===== src/fts_pkg.sv =====
// shared types and constants of the thread scheduler
`default_nettype none

package fts_pkg;

    localparam int TID_W       = 4;
    localparam int MAX_THREADS = 1 << TID_W;
    localparam int CNT_W       = TID_W + 1;
    localparam int NUM_HARTS   = 2;
    localparam int HART_W      = 1;
    localparam int REQ_W       = 3;
    localparam int ERR_W       = 2;
    localparam int STAT_W      = 3;
    localparam int CFG_IDX_W   = 1;

    localparam logic [CFG_IDX_W-1:0] REG_IDLE_HART0 = 1'b0;
    localparam logic [CFG_IDX_W-1:0] REG_IDLE_HART1 = 1'b1;

    localparam logic [TID_W-1:0] IDLE_HART0_RST = 4'd0;
    localparam logic [TID_W-1:0] IDLE_HART1_RST = 4'd1;

    typedef enum logic [STAT_W-1:0] {
        ST_FREE    = 3'd0,
        ST_READY   = 3'd1,
        ST_RUNNING = 3'd2,
        ST_BLOCKED = 3'd3,
        ST_DYING   = 3'd4
    } status_t;

    typedef enum logic [REQ_W-1:0] {
        REQ_CREATE  = 3'd0,
        REQ_START   = 3'd1,
        REQ_YIELD   = 3'd2,
        REQ_BLOCK   = 3'd3,
        REQ_UNBLOCK = 3'd4,
        REQ_EXIT    = 3'd5
    } req_t;

    typedef enum logic [ERR_W-1:0] {
        ERR_OK      = 2'd0,
        ERR_NO_ID   = 2'd1,
        ERR_TGT     = 2'd2,
        ERR_NO_IDLE = 2'd3
    } err_t;

    typedef enum logic [2:0] {
        SEL_TGT  = 3'd0,
        SEL_IDLE = 3'd1,
        SEL_CUR  = 3'd2,
        SEL_NEXT = 3'd3,
        SEL_ID   = 3'd4
    } addr_sel_t;

    typedef struct packed {
        logic      accept;
        logic      st_rd;
        addr_sel_t st_rd_sel;
        logic      st_wr;
        addr_sel_t st_wr_sel;
        status_t   st_wr_val;
        logic      push;
        addr_sel_t push_sel;
        logic      pop;
        logic      load_next;
        logic      next_q;
        logic      set_cur;
        logic      set_started;
        logic      id_inc;
        logic      set_new;
        logic      set_switched;
        logic      set_freed;
        logic      set_err;
        err_t      err;
        logic      out_load;
    } cmd_t;

    typedef struct packed {
        req_t    req;
        logic    started;
        logic    queue_nz;
        logic    id_full;
        status_t st_rd;
        logic    next_is_cur;
        logic    out_free;
    } sts_t;

endpackage

`default_nettype wire


===== src/fts_datapath.sv =====
// scheduler datapath: status memory, ready queue, hart state, result buffer
`default_nettype none

module fts_datapath (
    input  wire logic                          clk,
    input  wire logic                          rst_n,
    input  wire logic                          cfg_valid,
    output logic                               cfg_ready,
    input  wire logic [fts_pkg::CFG_IDX_W-1:0] cfg_index,
    input  wire logic [fts_pkg::TID_W-1:0]     cfg_data,
    input  wire logic [fts_pkg::REQ_W-1:0]     req_type,
    input  wire logic [fts_pkg::HART_W-1:0]    hart,
    input  wire logic [fts_pkg::TID_W-1:0]     target_thread,
    output logic                               out_valid,
    input  wire logic                          out_ready,
    output logic [fts_pkg::TID_W-1:0]          running_thread,
    output logic                               switched,
    output logic [fts_pkg::TID_W-1:0]          new_thread,
    output logic                               freed_valid,
    output logic [fts_pkg::TID_W-1:0]          freed_thread,
    output logic [fts_pkg::ERR_W-1:0]          error_code,
    input  wire fts_pkg::cmd_t                 cmd,
    output fts_pkg::sts_t                      sts
);

    logic [fts_pkg::TID_W-1:0]   idle_hart0_reg;
    logic [fts_pkg::TID_W-1:0]   idle_hart1_reg;
    fts_pkg::req_t               req_reg;
    logic [fts_pkg::HART_W-1:0]  hart_reg;
    logic [fts_pkg::TID_W-1:0]   tgt_reg;

    fts_pkg::status_t            status_mem [fts_pkg::MAX_THREADS];
    logic [fts_pkg::MAX_THREADS-1:0] status_vld_reg;
    fts_pkg::status_t            status_rd_reg;

    logic [fts_pkg::TID_W-1:0]   fifo_mem [fts_pkg::MAX_THREADS];
    logic [fts_pkg::TID_W-1:0]   fifo_rd_reg;
    logic [fts_pkg::TID_W-1:0]   head_reg;
    logic [fts_pkg::CNT_W-1:0]   count_reg;

    logic [fts_pkg::TID_W-1:0]   cur_reg [fts_pkg::NUM_HARTS];
    logic [fts_pkg::NUM_HARTS-1:0] started_reg;
    logic [fts_pkg::CNT_W-1:0]   idc_reg;
    logic [fts_pkg::TID_W-1:0]   next_reg;

    logic                        sw_reg;
    logic [fts_pkg::TID_W-1:0]   new_reg;
    logic                        fv_reg;
    logic [fts_pkg::TID_W-1:0]   ft_reg;
    fts_pkg::err_t               err_reg;

    logic                        out_valid_reg;
    logic [fts_pkg::TID_W-1:0]   out_run_reg;
    logic                        out_sw_reg;
    logic [fts_pkg::TID_W-1:0]   out_new_reg;
    logic                        out_fv_reg;
    logic [fts_pkg::TID_W-1:0]   out_ft_reg;
    fts_pkg::err_t               out_err_reg;

    logic [fts_pkg::TID_W-1:0]   idle_sel;
    logic [fts_pkg::TID_W-1:0]   cur_sel;
    logic [fts_pkg::TID_W-1:0]   id_sel;
    logic [fts_pkg::TID_W-1:0]   rd_addr;
    logic [fts_pkg::TID_W-1:0]   wr_addr;
    logic [fts_pkg::TID_W-1:0]   push_data;
    logic [fts_pkg::TID_W-1:0]   tail;
    logic                        fifo_full;
    logic                        do_push;

    assign cfg_ready = 1'b1;
    assign idle_sel  = (hart_reg == 1'b1) ? idle_hart1_reg : idle_hart0_reg;
    assign cur_sel   = cur_reg[hart_reg];
    assign id_sel    = idc_reg[fts_pkg::TID_W-1:0];
    assign tail      = head_reg + count_reg[fts_pkg::TID_W-1:0];
    assign fifo_full = count_reg[fts_pkg::TID_W];
    assign do_push   = cmd.push && !fifo_full;

    always_comb
    begin
        case (cmd.st_rd_sel)
            fts_pkg::SEL_TGT:  rd_addr = tgt_reg;
            fts_pkg::SEL_IDLE: rd_addr = idle_sel;
            fts_pkg::SEL_CUR:  rd_addr = cur_sel;
            fts_pkg::SEL_NEXT: rd_addr = next_reg;
            default:           rd_addr = id_sel;
        endcase
        case (cmd.st_wr_sel)
            fts_pkg::SEL_TGT:  wr_addr = tgt_reg;
            fts_pkg::SEL_IDLE: wr_addr = idle_sel;
            fts_pkg::SEL_CUR:  wr_addr = cur_sel;
            fts_pkg::SEL_NEXT: wr_addr = next_reg;
            default:           wr_addr = id_sel;
        endcase
        case (cmd.push_sel)
            fts_pkg::SEL_TGT:  push_data = tgt_reg;
            fts_pkg::SEL_IDLE: push_data = idle_sel;
            fts_pkg::SEL_CUR:  push_data = cur_sel;
            fts_pkg::SEL_NEXT: push_data = next_reg;
            default:           push_data = id_sel;
        endcase
    end

    // control state
    always_ff @(posedge clk or negedge rst_n)
    begin
        if (!rst_n)
        begin
            idle_hart0_reg <= fts_pkg::IDLE_HART0_RST;
            idle_hart1_reg <= fts_pkg::IDLE_HART1_RST;
            status_vld_reg <= '0;
            head_reg       <= '0;
            count_reg      <= '0;
            for (int i = 0; i < fts_pkg::NUM_HARTS; i++)
            begin
                cur_reg[i] <= '0;
            end
            started_reg    <= '0;
            idc_reg        <= '0;
            out_valid_reg  <= 1'b0;
        end
        else
        begin
            if (cfg_valid)
            begin
                unique case (cfg_index)
                    fts_pkg::REG_IDLE_HART0: idle_hart0_reg <= cfg_data;
                    fts_pkg::REG_IDLE_HART1: idle_hart1_reg <= cfg_data;
                endcase
            end
            if (cmd.st_wr)
            begin
                status_vld_reg[wr_addr] <= 1'b1;
            end
            if (cmd.pop)
            begin
                head_reg <= head_reg + 1'b1;
            end
            if (do_push)
            begin
                count_reg <= count_reg + 1'b1;
            end
            else if (cmd.pop)
            begin
                count_reg <= count_reg - 1'b1;
            end
            if (cmd.set_cur)
            begin
                cur_reg[hart_reg] <= next_reg;
            end
            if (cmd.set_started)
            begin
                started_reg[hart_reg] <= 1'b1;
            end
            if (cmd.id_inc)
            begin
                idc_reg <= idc_reg + 1'b1;
            end
            if (cmd.out_load)
            begin
                out_valid_reg <= 1'b1;
            end
            else if (out_ready)
            begin
                out_valid_reg <= 1'b0;
            end
        end
    end

    // memories and payload
    always_ff @(posedge clk)
    begin
        if (cmd.st_wr)
        begin
            status_mem[wr_addr] <= cmd.st_wr_val;
        end
        if (cmd.st_rd)
        begin
            status_rd_reg <= status_vld_reg[rd_addr] ? status_mem[rd_addr] : fts_pkg::ST_FREE;
        end
        if (do_push)
        begin
            fifo_mem[tail] <= push_data;
        end
        if (cmd.pop)
        begin
            fifo_rd_reg <= fifo_mem[head_reg];
        end
        if (cmd.load_next)
        begin
            next_reg <= cmd.next_q ? fifo_rd_reg : idle_sel;
        end
        if (cmd.accept)
        begin
            req_reg  <= fts_pkg::req_t'(req_type);
            hart_reg <= hart;
            tgt_reg  <= target_thread;
            sw_reg   <= 1'b0;
            new_reg  <= '0;
            fv_reg   <= 1'b0;
            ft_reg   <= '0;
            err_reg  <= fts_pkg::ERR_OK;
        end
        else
        begin
            if (cmd.set_switched)
            begin
                sw_reg <= 1'b1;
            end
            if (cmd.set_new)
            begin
                new_reg <= id_sel;
            end
            if (cmd.set_freed)
            begin
                fv_reg <= 1'b1;
                ft_reg <= cur_sel;
            end
            if (cmd.set_err)
            begin
                err_reg <= cmd.err;
            end
        end
        if (cmd.out_load)
        begin
            out_run_reg <= cur_sel;
            out_sw_reg  <= sw_reg;
            out_new_reg <= new_reg;
            out_fv_reg  <= fv_reg;
            out_ft_reg  <= ft_reg;
            out_err_reg <= err_reg;
        end
    end

    always_comb
    begin
        sts.req         = req_reg;
        sts.started     = started_reg[hart_reg];
        sts.queue_nz    = (count_reg != '0);
        sts.id_full     = (idc_reg == fts_pkg::CNT_W'(fts_pkg::MAX_THREADS));
        sts.st_rd       = status_rd_reg;
        sts.next_is_cur = (next_reg == cur_sel);
        sts.out_free    = !out_valid_reg || out_ready;
    end

    assign out_valid      = out_valid_reg;
    assign running_thread = out_run_reg;
    assign switched       = out_sw_reg;
    assign new_thread     = out_new_reg;
    assign freed_valid    = out_fv_reg;
    assign freed_thread   = out_ft_reg;
    assign error_code     = out_err_reg;

endmodule

`default_nettype wire


===== src/fts_ctrl.sv =====
// scheduler controller state machine
`default_nettype none

module fts_ctrl (
    input  wire logic          clk,
    input  wire logic          rst_n,
    input  wire logic          in_valid,
    output logic               in_ready,
    input  wire fts_pkg::sts_t sts,
    output fts_pkg::cmd_t      cmd
);

    typedef enum logic [3:0] {
        S_IDLE,
        S_DECODE,
        S_UNBLK,
        S_PICKQ,
        S_PICKI,
        S_SEL,
        S_LEAVE,
        S_ENTER,
        S_DONE
    } state_t;

    state_t state_reg;
    state_t state_next;
    logic   want_pick;

    assign in_ready = (state_reg == S_IDLE);

    always_comb
    begin
        case (sts.req)
            fts_pkg::REQ_START: want_pick = !sts.started;
            fts_pkg::REQ_YIELD, fts_pkg::REQ_BLOCK, fts_pkg::REQ_EXIT:
                want_pick = sts.started;
            default: want_pick = 1'b0;
        endcase
    end

    always_comb
    begin
        cmd        = '0;
        state_next = state_reg;
        unique case (state_reg)
            S_IDLE:
            begin
                if (in_valid)
                begin
                    cmd.accept = 1'b1;
                    state_next = S_DECODE;
                end
            end
            S_DECODE:
            begin
                state_next = S_DONE;
                if (sts.req == fts_pkg::REQ_CREATE)
                begin
                    if (sts.id_full)
                    begin
                        cmd.set_err = 1'b1;
                        cmd.err     = fts_pkg::ERR_NO_ID;
                    end
                    else
                    begin
                        cmd.st_wr     = 1'b1;
                        cmd.st_wr_sel = fts_pkg::SEL_ID;
                        cmd.st_wr_val = fts_pkg::ST_READY;
                        cmd.push      = 1'b1;
                        cmd.push_sel  = fts_pkg::SEL_ID;
                        cmd.set_new   = 1'b1;
                        cmd.id_inc    = 1'b1;
                    end
                end
                else if (sts.req == fts_pkg::REQ_UNBLOCK)
                begin
                    cmd.st_rd     = 1'b1;
                    cmd.st_rd_sel = fts_pkg::SEL_TGT;
                    state_next    = S_UNBLK;
                end
                else if (want_pick)
                begin
                    if (sts.queue_nz)
                    begin
                        cmd.pop    = 1'b1;
                        state_next = S_PICKQ;
                    end
                    else
                    begin
                        cmd.st_rd     = 1'b1;
                        cmd.st_rd_sel = fts_pkg::SEL_IDLE;
                        state_next    = S_PICKI;
                    end
                end
            end
            S_UNBLK:
            begin
                if (sts.st_rd == fts_pkg::ST_BLOCKED)
                begin
                    cmd.st_wr     = 1'b1;
                    cmd.st_wr_sel = fts_pkg::SEL_TGT;
                    cmd.st_wr_val = fts_pkg::ST_READY;
                    cmd.push      = 1'b1;
                    cmd.push_sel  = fts_pkg::SEL_TGT;
                end
                else
                begin
                    cmd.set_err = 1'b1;
                    cmd.err     = fts_pkg::ERR_TGT;
                end
                state_next = S_DONE;
            end
            S_PICKQ:
            begin
                cmd.load_next = 1'b1;
                cmd.next_q    = 1'b1;
                state_next    = S_SEL;
            end
            S_PICKI:
            begin
                if (sts.st_rd == fts_pkg::ST_FREE)
                begin
                    cmd.set_err = 1'b1;
                    cmd.err     = fts_pkg::ERR_NO_IDLE;
                    state_next  = S_DONE;
                end
                else
                begin
                    cmd.load_next = 1'b1;
                    state_next    = S_SEL;
                end
            end
            S_SEL:
            begin
                if (sts.req == fts_pkg::REQ_START)
                begin
                    cmd.st_wr        = 1'b1;
                    cmd.st_wr_sel    = fts_pkg::SEL_NEXT;
                    cmd.st_wr_val    = fts_pkg::ST_RUNNING;
                    cmd.set_cur      = 1'b1;
                    cmd.set_started  = 1'b1;
                    cmd.set_switched = 1'b1;
                    state_next       = S_DONE;
                end
                else if (sts.next_is_cur)
                begin
                    cmd.st_wr     = 1'b1;
                    cmd.st_wr_sel = fts_pkg::SEL_CUR;
                    cmd.st_wr_val = fts_pkg::ST_RUNNING;
                    state_next    = S_DONE;
                end
                else
                begin
                    cmd.st_rd     = 1'b1;
                    cmd.st_rd_sel = fts_pkg::SEL_CUR;
                    state_next    = S_LEAVE;
                end
            end
            S_LEAVE:
            begin
                cmd.st_wr_sel = fts_pkg::SEL_CUR;
                if (sts.req == fts_pkg::REQ_BLOCK)
                begin
                    cmd.st_wr     = 1'b1;
                    cmd.st_wr_val = fts_pkg::ST_BLOCKED;
                end
                else if (sts.req == fts_pkg::REQ_EXIT || sts.st_rd == fts_pkg::ST_DYING)
                begin
                    cmd.st_wr     = 1'b1;
                    cmd.st_wr_val = fts_pkg::ST_FREE;
                    cmd.set_freed = 1'b1;
                end
                else if (sts.st_rd == fts_pkg::ST_RUNNING)
                begin
                    cmd.st_wr     = 1'b1;
                    cmd.st_wr_val = fts_pkg::ST_READY;
                    cmd.push      = 1'b1;
                    cmd.push_sel  = fts_pkg::SEL_CUR;
                end
                state_next = S_ENTER;
            end
            S_ENTER:
            begin
                cmd.st_wr        = 1'b1;
                cmd.st_wr_sel    = fts_pkg::SEL_NEXT;
                cmd.st_wr_val    = fts_pkg::ST_RUNNING;
                cmd.set_cur      = 1'b1;
                cmd.set_switched = 1'b1;
                state_next       = S_DONE;
            end
            S_DONE:
            begin
                if (sts.out_free)
                begin
                    cmd.out_load = 1'b1;
                    state_next   = S_IDLE;
                end
            end
            default:
            begin
                state_next = S_IDLE;
            end
        endcase
    end

    always_ff @(posedge clk or negedge rst_n)
    begin
        if (!rst_n)
        begin
            state_reg <= S_IDLE;
        end
        else
        begin
            state_reg <= state_next;
        end
    end

endmodule

`default_nettype wire


===== src/fifo_thread_scheduler.sv =====
// thread scheduler top level
//
// channel   dir  handshake              payload
// in        in   in_valid / in_ready    req_type, hart, target_thread
// out       out  out_valid / out_ready  running_thread, switched, new_thread,
//                                       freed_valid, freed_thread, error_code
// cfg       in   cfg_valid / cfg_ready  cfg_index, cfg_data
//
// one request at a time; yield, block and exit pass through a queue pop or an idle
// thread status read, a status read of the current thread and up to two status writes
// (leave current, enter next), which share the one status write port
// the result sits in an output register, so the next beat is taken while it waits
// reset clears all thread status valid bits at once; no clearing pass
// cfg_ready is always high
`default_nettype none

module fifo_thread_scheduler (
    input  wire logic                          clk,
    input  wire logic                          rst_n,
    input  wire logic                          cfg_valid,
    output logic                               cfg_ready,
    input  wire logic [fts_pkg::CFG_IDX_W-1:0] cfg_index,
    input  wire logic [fts_pkg::TID_W-1:0]     cfg_data,
    input  wire logic                          in_valid,
    output logic                               in_ready,
    input  wire logic [fts_pkg::REQ_W-1:0]     req_type,
    input  wire logic [fts_pkg::HART_W-1:0]    hart,
    input  wire logic [fts_pkg::TID_W-1:0]     target_thread,
    output logic                               out_valid,
    input  wire logic                          out_ready,
    output logic [fts_pkg::TID_W-1:0]          running_thread,
    output logic                               switched,
    output logic [fts_pkg::TID_W-1:0]          new_thread,
    output logic                               freed_valid,
    output logic [fts_pkg::TID_W-1:0]          freed_thread,
    output logic [fts_pkg::ERR_W-1:0]          error_code
);

    fts_pkg::cmd_t cmd;
    fts_pkg::sts_t sts;

    fts_ctrl u_ctrl (
        .clk      (clk),
        .rst_n    (rst_n),
        .in_valid (in_valid),
        .in_ready (in_ready),
        .sts      (sts),
        .cmd      (cmd)
    );

    fts_datapath u_dp (
        .clk            (clk),
        .rst_n          (rst_n),
        .cfg_valid      (cfg_valid),
        .cfg_ready      (cfg_ready),
        .cfg_index      (cfg_index),
        .cfg_data       (cfg_data),
        .req_type       (req_type),
        .hart           (hart),
        .target_thread  (target_thread),
        .out_valid      (out_valid),
        .out_ready      (out_ready),
        .running_thread (running_thread),
        .switched       (switched),
        .new_thread     (new_thread),
        .freed_valid    (freed_valid),
        .freed_thread   (freed_thread),
        .error_code     (error_code),
        .cmd            (cmd),
        .sts            (sts)
    );

endmodule

`default_nettype wire


===== config.mk =====
export PLATFORM = sky130hd
export DESIGN_NAME = fifo_thread_scheduler
export DESIGN_NICKNAME = d
export VERILOG_FILES = /design/src/fts_pkg.sv /design/src/fts_datapath.sv /design/src/fts_ctrl.sv /design/src/fifo_thread_scheduler.sv
export SDC_FILE = /design/constraint.sdc
export NUM_CORES = 1
export LEC_CHECK = 0
export BUFFER_PORTS_ARGS = -buffer_cell sky130_fd_sc_hd__buf_4
export CAP_MARGIN = 20
export CORE_UTILIZATION = 40
export CTS_CLUSTER_DIAMETER = 200
export DETAILED_ROUTE_END_ITERATION = 8
export SYNTH_ARGS = -nofsm -noshare
export SYNTH_HDL_FRONTEND = slang
export SYNTH_SLANG_ARGS = --single-unit

===== constraint.sdc =====
create_clock -name clk -period 3.2 [get_ports clk]
set_input_delay 0.48 -clock clk [delete_from_list [all_inputs] [get_ports clk]]
set_output_delay 0.48 -clock clk [all_outputs]
set_load 0.02 [all_outputs]

Word level (Yosys, flattened, before mapping) --
Memory sizes are Yosys's and may differ from the RTL's. A register that Yosys moved wholly into a read port is not among the register bits. Index checks and enable logic that the tools add are counted.
Storage, ports and cells: word-level logic and storage cells 185, memory bits (writable) 112, memories kept 2, output and inout port bits 19, register bits 93, input port bits 18
Cells by class: eq/ne operators 29, mux-type cells 88, bitwise logic cells 4, reduce and logical (&&, ||, !) cells 24, order comparisons 7, add/subtract/negate cells 5
Memories:
- u_dp.fifo_mem | depth 16, bits a word 4, read ports 1, clocked after Yosys merged registers in 1, write ports 1, line fts_datapath.sv:36 | logic [fts_pkg::TID_W-1:0] fifo_mem [fts_pkg::MAX_THREADS];
- u_dp.status_mem | depth 16, bits a word 3, read ports 1, clocked after Yosys merged registers in 1, write ports 1, line fts_datapath.sv:32 | fts_pkg::status_t status_mem [fts_pkg::MAX_THREADS];
Operators with widths (count):
- 4-bit 2-to-1 mux | 22
- 4-bit case mux with 4 select lines | 3
- 7-bit case mux with 5 select lines | 1
- 11-bit 2-to-1 mux | 3
- 4-bit case mux with 8 select lines | 1
- 3-bit by 2-bit == test with 1-bit output (second input constant) | 10
- 1-bit 2-to-1 mux | 30
- 3-bit 2-to-1 mux | 7
- 4-bit by 3-bit == test with 1-bit output (second input constant) | 4
- 16-bit bitwise OR | 1
- 3-bit logical NOT | 5
- 5-bit 2-to-1 mux | 3
- 7-bit 2-to-1 mux | 2
- 3-bit by 1-bit == test with 1-bit output (second input constant) | 4
- 4-bit case mux with 3 select lines | 1
- 5-bit by 1-bit adder with 5-bit output (second input constant) | 2
- 4-bit by 5-bit < comparator with 1-bit output (second input constant) | 2
- 3-bit == test (second input constant) | 3
- 3-bit case mux with 3 select lines | 1
- 8-bit bitwise mux | 1
- 4-bit by 2-bit == test with 1-bit output (second input constant) | 2
- 2-bit 2-to-1 mux | 4
- 1-bit case mux with 2 select lines | 4
- 4-bit case mux with 2 select lines | 1
- other kinds (29) | 40

Logic depth before layout (Yosys ltp) --
depth in word-level cells 15, gate-level depth with buffers 15, depth with buffers taken out 14

Hierarchy --
From an unflattened synthesis, not the netlist that was laid out.
Second synthesis, totals: cell total of the unflattened synthesis 642, area, all modules 9514.1 µm²
By module, submodules not included:
- fts_datapath | sequential area each 5881.9 µm², times used 1, cells each 533, area an instance 8773.4 µm²
- fts_ctrl | sequential area each 100.1 µm², times used 1, cells each 109, area an instance 740.7 µm²

Least setup slack after synthesis --
No wires, ideal clock.
path kind register to register, start reg u_ctrl.state_reg[1], end reg u_dp.count_reg[4] (netlist name), data required time 3.058 ns, clock period less this slack 3.528 ns, arrival 3.386 ns, setup time 0.142 ns, path slack -0.328 ns, stages on the path, launching flop included 16, path buffers 3, cell sequence dfrtp_1 -> clkbuf_1 -> or4b_1 -> clkbuf_1 -> nor4_4 -> and2b_1 -> buf_2 -> nor3_1 -> nor2_1 -> inv_1 -> fa_1 -> a21o_1 -> a21oi_1 -> nand2_1 -> nand2_1 -> o221ai_1
On the way: word-level cells in the longest chain between the ends 4, elaborated cells on any way between the ends 8, those cells by class eq/ne (3); mux (3); reduce/logical (2)
Ends and longest elaborated chain:
- start, declared | line fts_ctrl.sv:25 | state_t state_reg;
- start signal, assigned | line fts_ctrl.sv:214 | state_reg <= state_next;
- 4-bit by 3-bit == test with 1-bit output (tied with other cells) | line fts_ctrl.sv:45 | unique case (state_reg)
- 4-bit case mux with 3 select lines | line fts_ctrl.sv:45
- 1-bit logical AND | line fts_datapath.sv:76 | assign do_push = cmd.push && !fifo_full;
- 5-bit 2-to-1 mux or 2-bit nonzero test (tied branches)
- end signal, assigned | line fts_datapath.sv:140 | count_reg <= count_reg + 1'b1;
- end signal, assigned | line fts_datapath.sv:144 | count_reg <= count_reg - 1'b1;
- end, declared | line fts_datapath.sv:39 | logic [fts_pkg::CNT_W-1:0] count_reg;
Several ways; a longest one is shown, not always the timed one. A chain may end at the register's enable or synchronous reset.

Final worst setup path --
start reg u_dp.hart_reg, end reg u_dp.status_rd_reg[1] (read register of u_dp.status_mem), data pin
On the way: word-level cells in the longest chain between the ends 13, elaborated cells on any way between the ends 24, those cells by class eq/ne (4); mux (16); bitwise (1); reduce/logical (3)
Ends and longest elaborated chain:
- start, declared | line fts_datapath.sv:29 | logic [fts_pkg::HART_W-1:0] hart_reg;
- start signal, assigned | line fts_datapath.sv:195 | hart_reg <= hart;
- 1-bit NOT with 2-bit output (not written as such) or 1-bit 2-to-1 mux (tied branches) | line fts_datapath.sv:72, fts_datapath.sv:237
- 4-bit 2-to-1 mux (not written as such) or 1-bit 2-to-1 mux (tied branches) | line fts_datapath.sv:72, fts_datapath.sv:237
- 4-bit 2-to-1 mux (not written as such) or 1-bit logical NOT (tied branches) | line fts_datapath.sv:72, fts_ctrl.sv:34
- 4-bit 2-to-1 mux (not written as such) or 1-bit case mux with 2 select lines (tied branches) | line fts_datapath.sv:72, fts_ctrl.sv:33
- 4-bit == test or 4-bit 2-to-1 mux (tied branches) | line fts_datapath.sv:241, fts_ctrl.sv:81
- 4-bit 2-to-1 mux, on equally long branches | line fts_ctrl.sv:145, fts_ctrl.sv:75
- 4-bit 2-to-1 mux, on equally long branches | line fts_ctrl.sv:135, fts_ctrl.sv:57
- 4-bit case mux with 2 select lines | line fts_ctrl.sv:45
- 3-bit by 2-bit == test with 1-bit output (tied with other cells) | line fts_datapath.sv:80 | case (cmd.st_rd_sel)
- 4-bit case mux with 4 select lines | line fts_datapath.sv:80
- 1-bit binary-select mux with 4-bit select | line fts_datapath.sv:178 | status_rd_reg <= status_vld_reg[rd_addr] ? status_mem[rd_addr] : fts_pkg::ST_FREE;
- 1-bit 2-to-1 mux (not written as such) | line fts_datapath.sv:178
- 1-bit logical NOT (no source line)
- end, declared | line fts_datapath.sv:34 | fts_pkg::status_t status_rd_reg;
Several ways; a longest one is shown, not always the timed one. The select of a mux whose other input is x is not followed.

==> key figures <==
Yosys
  • Number of distinct library cells after synthesis: 65
  • Post-Syn Instances: 606
  • YS warnings: 0
  • Post-synthesis cell area: 8520 µm²
  • Post-synthesis sequential area ratio: 64.2%
  • Syn nets: 635
  • Synth Flop Type: edfxtp_1
  • Avg Inst Size Synth: 14.1 µm²
  • FF+latch count, synth: 195
  • Async S/R FF share, synth: 27.2%
  • Post-synth EDFFs: 130

Final layout
  • Most common cell after layout, fill and taps aside: edfxtp_1
  • Nets: 721
  • Fillcell total: 1837
  • Layout Cell Area excl Fill: 10200 µm²
  • Largest register FFs: 64
  • Commonest cells after routing, fill and taps aside: edfxtp_1, buf_4, dfrtp_1
  • N_diodes: 0
  • Multi-input logic area: 3070 µm²
  • Syn-to-layout area delta: 20.0%
  • Share of layout cells above drive strength 1: 33.9%
  • Register area: 5470 µm²

Timing
  • Setup TNS: -85.1 ps
  • Final worst path period share: 102%
  • Slew headroom: 51.0%
  • Measured slew at the worst slew-check pin: 728 ps
  • Shortest period the worst path allows: 3250 ps
  • Clock skew: 16.3 ps
  • RSZ-0062 raised after global routing: true
  • Fmax: 308 MHz
  • Endpoints failing hold: 0
  • Slew Limit Fails: 0
  • Final setup margin: -49.4 ps
  • Final hold slack: 97.9 ps
  • Endpoints failing setup: 2

Clock tree
  • Clk sinks: 195
  • Clk root buf: clkbuf_16
  • CTS buffer count: 17
  • Worst-skew pair later-pin latency: 440 ps
  • H-tree depth: 4
  • Clock buffer depth: 2
  • Worst-path clk slew: 80 ps
  • CTS tree: yes

Floorplanning
  • CORE AREA: 21000 µm²
  • I/O pins: 37
  • Die extent in x: 148 µm
  • Initial Utilization: 40.6%
  • Die Ht: 148 µm
  • Area of the die: 21900 µm²
  • Cell Rows: 53

Status
  • Failing checks: negative setup slack
  • Outcome: complete, but fails checks

Power and ir drop
  • Peak VDD IR: 0.504 mV
  • Lkg Pwr: 3.87 nW
  • PwrDens: 800 nW/µm²

Route
  • Drt pass-1 iters: 6
  • Overall routed net length: 18700 µm
  • Drt drc: 0
  • DR vias/cell: 5.33
  • Antenna Violating Nets Remaining: 0
  • Drt initial violations: 407
  • Wirelength per Cell: 19.1 µm
  • DR vias: 5219

Placed design
  • HPWL after DPL: 13500 µm
  • Input/output buffers: 35
  • GP Congestion: 0.933
  • DP Area: 9410 µm²
  • Pre-CTS WS: -77.8 ps

Setup path
  • Critical path endpoint category: flop
  • Crit Path Max Fanout: 7
  • Crit path kind: reg2reg
  • Crit start category: flop
  • CP arrival: 3450 ps
  • Critical Path RT: 3400 ps

Global routing
  • First-pass GRT wire length: 30200 µm
  • Vias in the first global route: 5522
  • Grt total ovfl: 0
  • Initial antenna violation count: 0
  • Gr usage total: 18.4%
  • Largest net degree at the start of global routing: 54

Run
  • Max cap viols: 0

Hold path
  • Hold Path Class: in2async
## layout make-up
cell class,count,area share [%]
multi-input cells,379,30.0
clock buffers,17,4.16
well taps,275,3.37
clock inverters,15,1.93
repair buffers,87,6.55
inverters,12,0.441
flip-flops and latches,195,53.5
## worst paths after layout
path | startpoint | to | slack (ps) | cells past startpoint
setup / recovery | u_dp.hart_reg | u_dp.status_rd_reg[1] | -50 | 11
hold / removal | rst_n | u_dp.status_vld_reg[11] | 100 | 1
setup reg to reg | u_dp.hart_reg | u_dp.status_rd_reg[1] | -50 | 11
hold reg to reg | u_dp.ft_reg[0] | u_dp.freed_thread[0] | 430 | 0
max in group asynchronous | rst_n | u_dp.status_vld_reg[3] | 2600 | 1
min in group clk | hart | u_dp.hart_reg | 220 | 1
## per-layer routing
layer | vias up | wire [µm] | GRT usage (%)
li1 | 2441 | - | -
met1 | 2584 | 8190 | 23.0
met2 | 149 | 9290 | 31.4
met3 | 45 | 621 | 3.61
met4 | 0 | 563 | 7.63
met5 | - | 0 | 0
## Yosys cell counts, types with 5 or more instances
library cell / number / area share [%]
a211oi_1: 6 / 0.53
a21o_1: 5 / 0.44
a21oi_1: 19 / 1.1
and3_1: 7 / 0.51
clkbuf_1: 12 / 0.53
dfrtp_1: 52 / 15
dfxtp_1: 12 / 2.8
edfxtp_1: 130 / 46
ha_1: 9 / 1.3
inv_1: 12 / 0.53
mux2_2: 37 / 4.9
mux2i_1: 17 / 2.0
mux4_2: 20 / 5.3
nand2_1: 49 / 2.2
nand2b_1: 9 / 0.66
nand3_1: 9 / 0.53
nand3b_1: 7 / 0.62
nor2_1: 64 / 2.8
nor3_1: 9 / 0.53
o21ai_0: 8 / 0.47
o2bb2ai_1: 5 / 0.51
or2_2: 17 / 1.2
xnor2_1: 13 / 1.3
xor2_1: 7 / 0.72
## kinds of logic (layout without fill, tap and decap cells)
group / after synthesis / after routing / share of synthesized area, %
muxes: 75 / 75 / 12.3
xor gates and xnor gates: 20 / 20 / 2.06
other: 1 / 1 / 0.0440
buffers and inverters: 32 / 131 / 1.75
adders and majority gates: 11 / 11 / 1.79
and+or+nand+nor: 199 / 199 / 11.6
AOI/OAI and AO/OA: 73 / 73 / 6.21
DFF: 195 / 195 / 64.2
## through the flow
step / std cells / util, % / total power [W]
3_3_place_gp: 943 / 44.9 / 0.00584
5_1_grt: 980 / 48.8 / 0.00860
2_1_floorplan: 606 / - / 0.00506
6_report: 980 / 48.8 / 0.00817
4_1_cts: 976 / 48.0 / 0.00812
3_5_place_dp: 943 / 44.9 / 0.00592
## repair_timing
action / CTS / global route
buffers inserted: 1 / 4
hold buffers: 0 / 0
gates cloned: 0 / 0
setup endpoints to repair: 2 / 68
gates resized for setup: 4 / 33
pin swaps: 1 / 2
## critical path, stage by stage, from the launching register on
cell      delay, ps
edfxtp_1        460
buf_4           180
mux2i_4         190
xnor2_2         160
or4_4           600
a21oi_4         280
a221oi_1        120
buf_4           160
or3_1           390
nor2_2          170
a211oi_1         70
and4_1          220
## report_power, final
group | switching, W | internal, W | leakage, nW | total [W]
clock | 0.00110 | 0.00108 | 0.299 | 0.00218
sequential | 0.000279 | 0.00314 | 1.96 | 0.00342
combinational | 0.00138 | 0.00119 | 1.61 | 0.00257
No activity file was read; power rests on OpenSTA's default activity.
